`config.mk`:
```
export PLATFORM = sky130hd
export DESIGN_NAME = stbs_ctrl
export DESIGN_NICKNAME = d
export VERILOG_FILES = /design/src/sv/stbs_pkg.sv /design/src/sv/stbs_ctrl.sv
export SDC_FILE = /design/constraint.sdc
export NUM_CORES = 1
export LEC_CHECK = 0
export BUFFER_PORTS_ARGS = -buffer_cell sky130_fd_sc_hd__clkbuf_2
export CORE_AREA = 8 8 45 47
export DETAILED_ROUTE_END_ITERATION = 6
export DIE_AREA = 0 0 53 55
export GPL_ROUTABILITY_DRIVEN = 0
export PLACE_DENSITY = 0.41
export SLEW_MARGIN = 10
export SYNTH_ARGS = -nofsm -noshare
export SYNTH_HDL_FRONTEND = slang
export SYNTH_SLANG_ARGS = --single-unit
```
`constraint.sdc`:
```
create_clock -name clk -period 1.1 [get_ports clk]
set_clock_uncertainty 0.1 [all_clocks]
set_input_delay 0.275 -clock clk [delete_from_list [all_inputs] [get_ports clk]]
set_output_delay 0.275 -clock clk [all_outputs]
set_load 0.03 [all_outputs]
```
`src/sv/stbs_pkg.sv`:
```
// shared types and constants for the sorted table binary search block
// no dependencies; imported by the controller, datapath and top level files of the block
`timescale 1ns / 1ps
`default_nettype none

package stbs_pkg;

  // default sizing, overridable on the top level
  localparam int DEF_TABLE_DEPTH = 256;
  localparam int DEF_ADDR_BITS   = 32;

  // fixed port field widths
  localparam int FIELD_W = 32;
  localparam int INDEX_W = 8;
  localparam int COUNT_W = 9;

  // item mode codes
  localparam logic MODE_LOAD   = 1'b0;
  localparam logic MODE_LOOKUP = 1'b1;

  // controller states
  typedef enum logic [1:0] {
    ST_IDLE,
    ST_PROBE,
    ST_COMPARE,
    ST_DELIVER
  } state_t;

  // controller to datapath commands
  typedef struct packed {
    logic load_write;
    logic start;
    logic probe;
    logic compare;
    logic deliver;
  } cmd_t;

  // datapath to controller status
  typedef struct packed {
    logic is_lookup;
    logic range_empty;
    logic hit;
    logic out_free;
  } status_t;

endpackage

`default_nettype wire

```
`src/sv/stbs_ctrl.sv`:
```
// controller state machine for the sorted table binary search
// depends on stbs_pkg
`timescale 1ns / 1ps
`default_nettype none

module stbs_ctrl
  import stbs_pkg::*;
(
  input  wire      clk,
  input  wire      rst,
  input  wire      in_valid,
  output logic     in_stall,
  input  status_t  status,
  output cmd_t     cmd
);

  state_t state;
  state_t state_next;

  // state register
  always_ff @(posedge clk) begin
    if (rst) begin
      state <= ST_IDLE;
    end else begin
      state <= state_next;
    end
  end

  // next state and commands
  always_comb begin
    state_next = state;
    cmd        = '0;
    in_stall   = 1'b1;
    case (state)
      ST_IDLE: begin
        in_stall = 1'b0;
        if (in_valid) begin
          if (status.is_lookup) begin
            cmd.start  = 1'b1;
            state_next = ST_PROBE;
          end else begin
            cmd.load_write = 1'b1;
          end
        end
      end
      ST_PROBE: begin
        if (status.range_empty) begin
          state_next = ST_DELIVER;
        end else begin
          cmd.probe  = 1'b1;
          state_next = ST_COMPARE;
        end
      end
      ST_COMPARE: begin
        cmd.compare = 1'b1;
        if (status.hit) begin
          state_next = ST_DELIVER;
        end else begin
          state_next = ST_PROBE;
        end
      end
      ST_DELIVER: begin
        if (status.out_free) begin
          cmd.deliver = 1'b1;
          state_next  = ST_IDLE;
        end
      end
      default: begin
        state_next = ST_IDLE;
      end
    endcase
  end

endmodule

`default_nettype wire

```
==> tab_implementation.tex <==
\begin{tabular}{lr}
\hline
Metric & Value \\
\hline
\multicolumn{2}{l}{\textbf{Timing}} \\
\quad Max-slew violation total from the final report & 0 \\
\quad Tcrit/Tclk final & 135\% \\
\quad Accumulated negative setup slack & -2090 ps \\
\quad Total of endpoints with negative setup slack in the final report & 7 \\
\quad Highest clock frequency the design can meet & 674 MHz \\
\quad Post-layout min period & 1480 ps \\
\quad Slack of the critical path & -384 ps \\
\quad Transition time of the tightest slew-check pin & 228 ps \\
\quad Setup repair after global routing missed its margin & true \\
\quad Slew HR & 84.8\% \\
\quad Total count of hold-check failures in the final report & 0 \\
\multicolumn{2}{l}{\textbf{Detailed routing}} \\
\quad DR vias & 203 \\
\quad Highest metal layer with signal wires & met3 \\
\quad 1st-pass router iterations & 1 \\
\quad Drt initial violations & 0 \\
\quad Met2 Wirelength & 287 µm \\
\quad Antenna violation net count after detailed routing & 0 \\
\quad Routed Wire Length & 601 µm \\
\quad Routed wire length per instance & 11.3 µm \\
\quad DRT met1 WL & 216 µm \\
\quad Drt drc & 0 \\
\quad Routed vias/inst & 3.83 \\
\quad Detailed route wirelength on metal3 & 97 µm \\
\multicolumn{2}{l}{\textbf{Synth}} \\
\quad Sequential-to-total area share from yosys stat & 30.8\% \\
\quad Distinct cells, synth & 12 \\
\quad Synthesized net count & 21 \\
\quad Mean cell area of the mapped netlist & 9.29 µm² \\
\quad Number of storage elements in the synthesis netlist & 2 \\
\quad Yosys Warn Count & 0 \\
\quad Synthesized area & 130 µm² \\
\quad Post-Synthesis Cells & 14 \\
\multicolumn{2}{l}{\textbf{Cells and area}} \\
\quad Highest-count cells in the layout ignoring fill and taps & clkbuf\_2, buf\_6 \\
\quad Registers with the highest flip-flop counts & state (2) \\
\quad Fraction of layout instances using a drive strength above 1 & 91.9\% \\
\quad Number of fill cells & 150 \\
\quad Register with the most flip-flops & state \\
\quad Flip-flop count of the largest register, all copies and words added & 2 \\
\quad Area of all placed cells without fillers & 422 µm² \\
\quad Most common cell after layout, fill and taps aside & clkbuf\_2 \\
\quad Antenna Diode Count & 0 \\
\quad Non-filler instance count after layout & 53 \\
\quad Number of nets at the end of the flow & 46 \\
\quad Area growth from synthesis to layout & 224\% \\
\quad Finished Core Util & 30.5\% \\
\multicolumn{2}{l}{\textbf{Clock network}} \\
\quad Clock slew seen by the registers of the worst setup and hold paths & 30 ps \\
\quad Clock Latency Late Sink & 220 ps \\
\quad H-Tree Depth & 1 \\
\quad Clock tree from TritonCTS & built \\
\quad Cts-stage hold buffer count & 0 \\
\quad Maximum clock path buffer count & 2 \\
\quad Clock net sink count & 2 \\
\quad Root buffer selected by CTS & clkbuf\_4 \\
\quad TritonCTS Buffers & 3 \\
\multicolumn{2}{l}{\textbf{Global routing}} \\
\quad Pin count of the biggest net entering global routing & 5 \\
\quad Global-route wire length before repair & 910 µm \\
\quad Initial antenna violation count & 0 \\
\quad Via count of the first global-routing pass & 227 \\
\quad GR Overflow Total & 0 \\
\quad Total Routing Usage GR & 4.58\% \\
\multicolumn{2}{l}{\textbf{Placed design}} \\
\quad Worst setup slack after placement & -206 ps \\
\quad HPWL after detailed placement & 446 µm \\
\quad Cell area after placement & 278 µm² \\
\quad Input/output buffers & 12 \\
\quad DP Cell Count & 47 \\
\multicolumn{2}{l}{\textbf{Worst setup path}} \\
\quad Reg-to-reg critical path endpoint & state[0]\$\_SDFFE\_PP0P\_ \\
\quad Worst Setup EP & cmd[4] \\
\quad Required time at the worst-slack endpoint & 720 ps \\
\quad Minimum setup slack among reg-to-reg paths & -120 ps \\
\quad Critical register-to-register path startpoint & state[0]\$\_SDFFE\_PP0P\_ \\
\quad Nature of the critical path startpoint & register \\
\quad Worst endpoint data arrival time & 1110 ps \\
\quad WS Path Type & register to primary output \\
\quad Launch point of the worst path & state[0]\$\_SDFFE\_PP0P\_ \\
\quad Type of destination of the critical path & primary output \\
\quad Largest fanout on the critical path & 3 \\
\quad Register-to-Register Path Depth & 4 \\
\multicolumn{2}{l}{\textbf{Floorplan}} \\
\quad Effective utilization at floorplan & 9.40\% \\
\quad Number of top-level pins & 13 \\
\quad Area of the core & 0.00138 mm² \\
\quad Die Area & 0.00292 mm² \\
\quad Height of the die & 55 µm \\
\quad Horiz. Die Dim & 53 µm \\
\quad Site Rows & 14 \\
\multicolumn{2}{l}{\textbf{Hold path}} \\
\quad Worst hold path class & primary input to register \\
\multicolumn{2}{l}{\textbf{Pwr}} \\
\quad Static leakage power & 0.190 nW \\
\quad Power density over the cells & 1150 mW/mm² \\
\quad Maximum VDD drop & 0.000307 V \\
\multicolumn{2}{l}{\textbf{Status}} \\
\quad Outcome & finished, violations left \\
\quad Violated checks & setup timing \\
\multicolumn{2}{l}{\textbf{Run}} \\
\quad Total of max-cap violations & 0 \\
\hline
\end{tabular}
[synth_stat cells]
| cell | n | area [µm²] |
|---|---|---|
| and3_1 | 1 | 6.26 |
| nand3b_1 | 1 | 7.51 |
| inv_1 | 1 | 3.75 |
| nor2_1 | 1 | 3.75 |
| nand2_1 | 1 | 3.75 |
| nor3b_1 | 2 | 15.0 |
| and2b_2 | 1 | 8.76 |
| a21bo_2 | 1 | 10.0 |
| a2111oi_2 | 1 | 15.0 |
| and3_4 | 1 | 11.3 |
| a21oi_1 | 1 | 5.00 |
| dfxtp_1 | 2 | 40.0 |
[cell type report]
class,count,area (µm²),share of cell area [%]
Inverter,1,6.26,1.48
Multi-Input combinational cell,11,130,30.9
Clock buffer,3,22.5,5.34
Timing Repair Buffer,20,195,46.3
Tap cell,16,20.0,4.75
Sequential cell,2,47.5,11.3
[worst max-delay path, stage by stage (launching register included)]
cell      delay, ps
dfxtp_4         340
nor2_4          150
inv_4            50
nor3b_4         160
clkbuf_8        180
[power by group]
| part | internal, mW | leakage (nW) | switching, mW |
|---|---|---|---|
| Combinational | 0.131 | 0.158 | 0.0985 |
| Clock | 0.120 | 0.0138 | 0.0412 |
| Sequential | 0.0818 | 0.0178 | 0.0116 |
[kinds of logic after synthesis]
group / count (synthesis) / synth area share [%]
and+or+nand+nor: 8 / 43.3
AOI/OAI and AO/OA: 3 / 23.1
buffers and inverters: 1 / 2.88
DFF: 2 / 30.8
[worst min path at each step]
stage,from,endpoint,slack (ps),depth (start not counted)
after global placement,rst,state[1]$_SDFFE_PP0P_,380,2
after global routing,rst,state[0]$_SDFFE_PP0P_,160,2
final,rst,state[0]$_SDFFE_PP0P_,160,2
after CTS,rst,state[0]$_SDFFE_PP0P_,150,2
after detailed placement,rst,state[0]$_SDFFE_PP0P_,380,2
after floorplan,rst,state[1]$_SDFFE_PP0P_,240,1
[through the flow]
stage	hold slack, ps	total power, mW
final	157	0.485
after global routing	160	0.514
after detailed placement	375	0.252
after CTS	146	0.476
after global placement	378	0.252
after floorplan	237	0.187
[what timing repair did]
action | CTS | global route
cloned | 0 | 0
gates resized for setup | 17 | 7
setup buffers | 2 | 2
pin swaps | 2 | 3
setup endpoints to repair | 7 | 7
[layer usage]
metal  track usage, %  vias up
met2             6.45       12
met1             4.39       92
li1                 -       99
met4             6.47        0
met3             1.87        0
met5                0        -
Note: power is estimated with default switching activity, not from simulation.
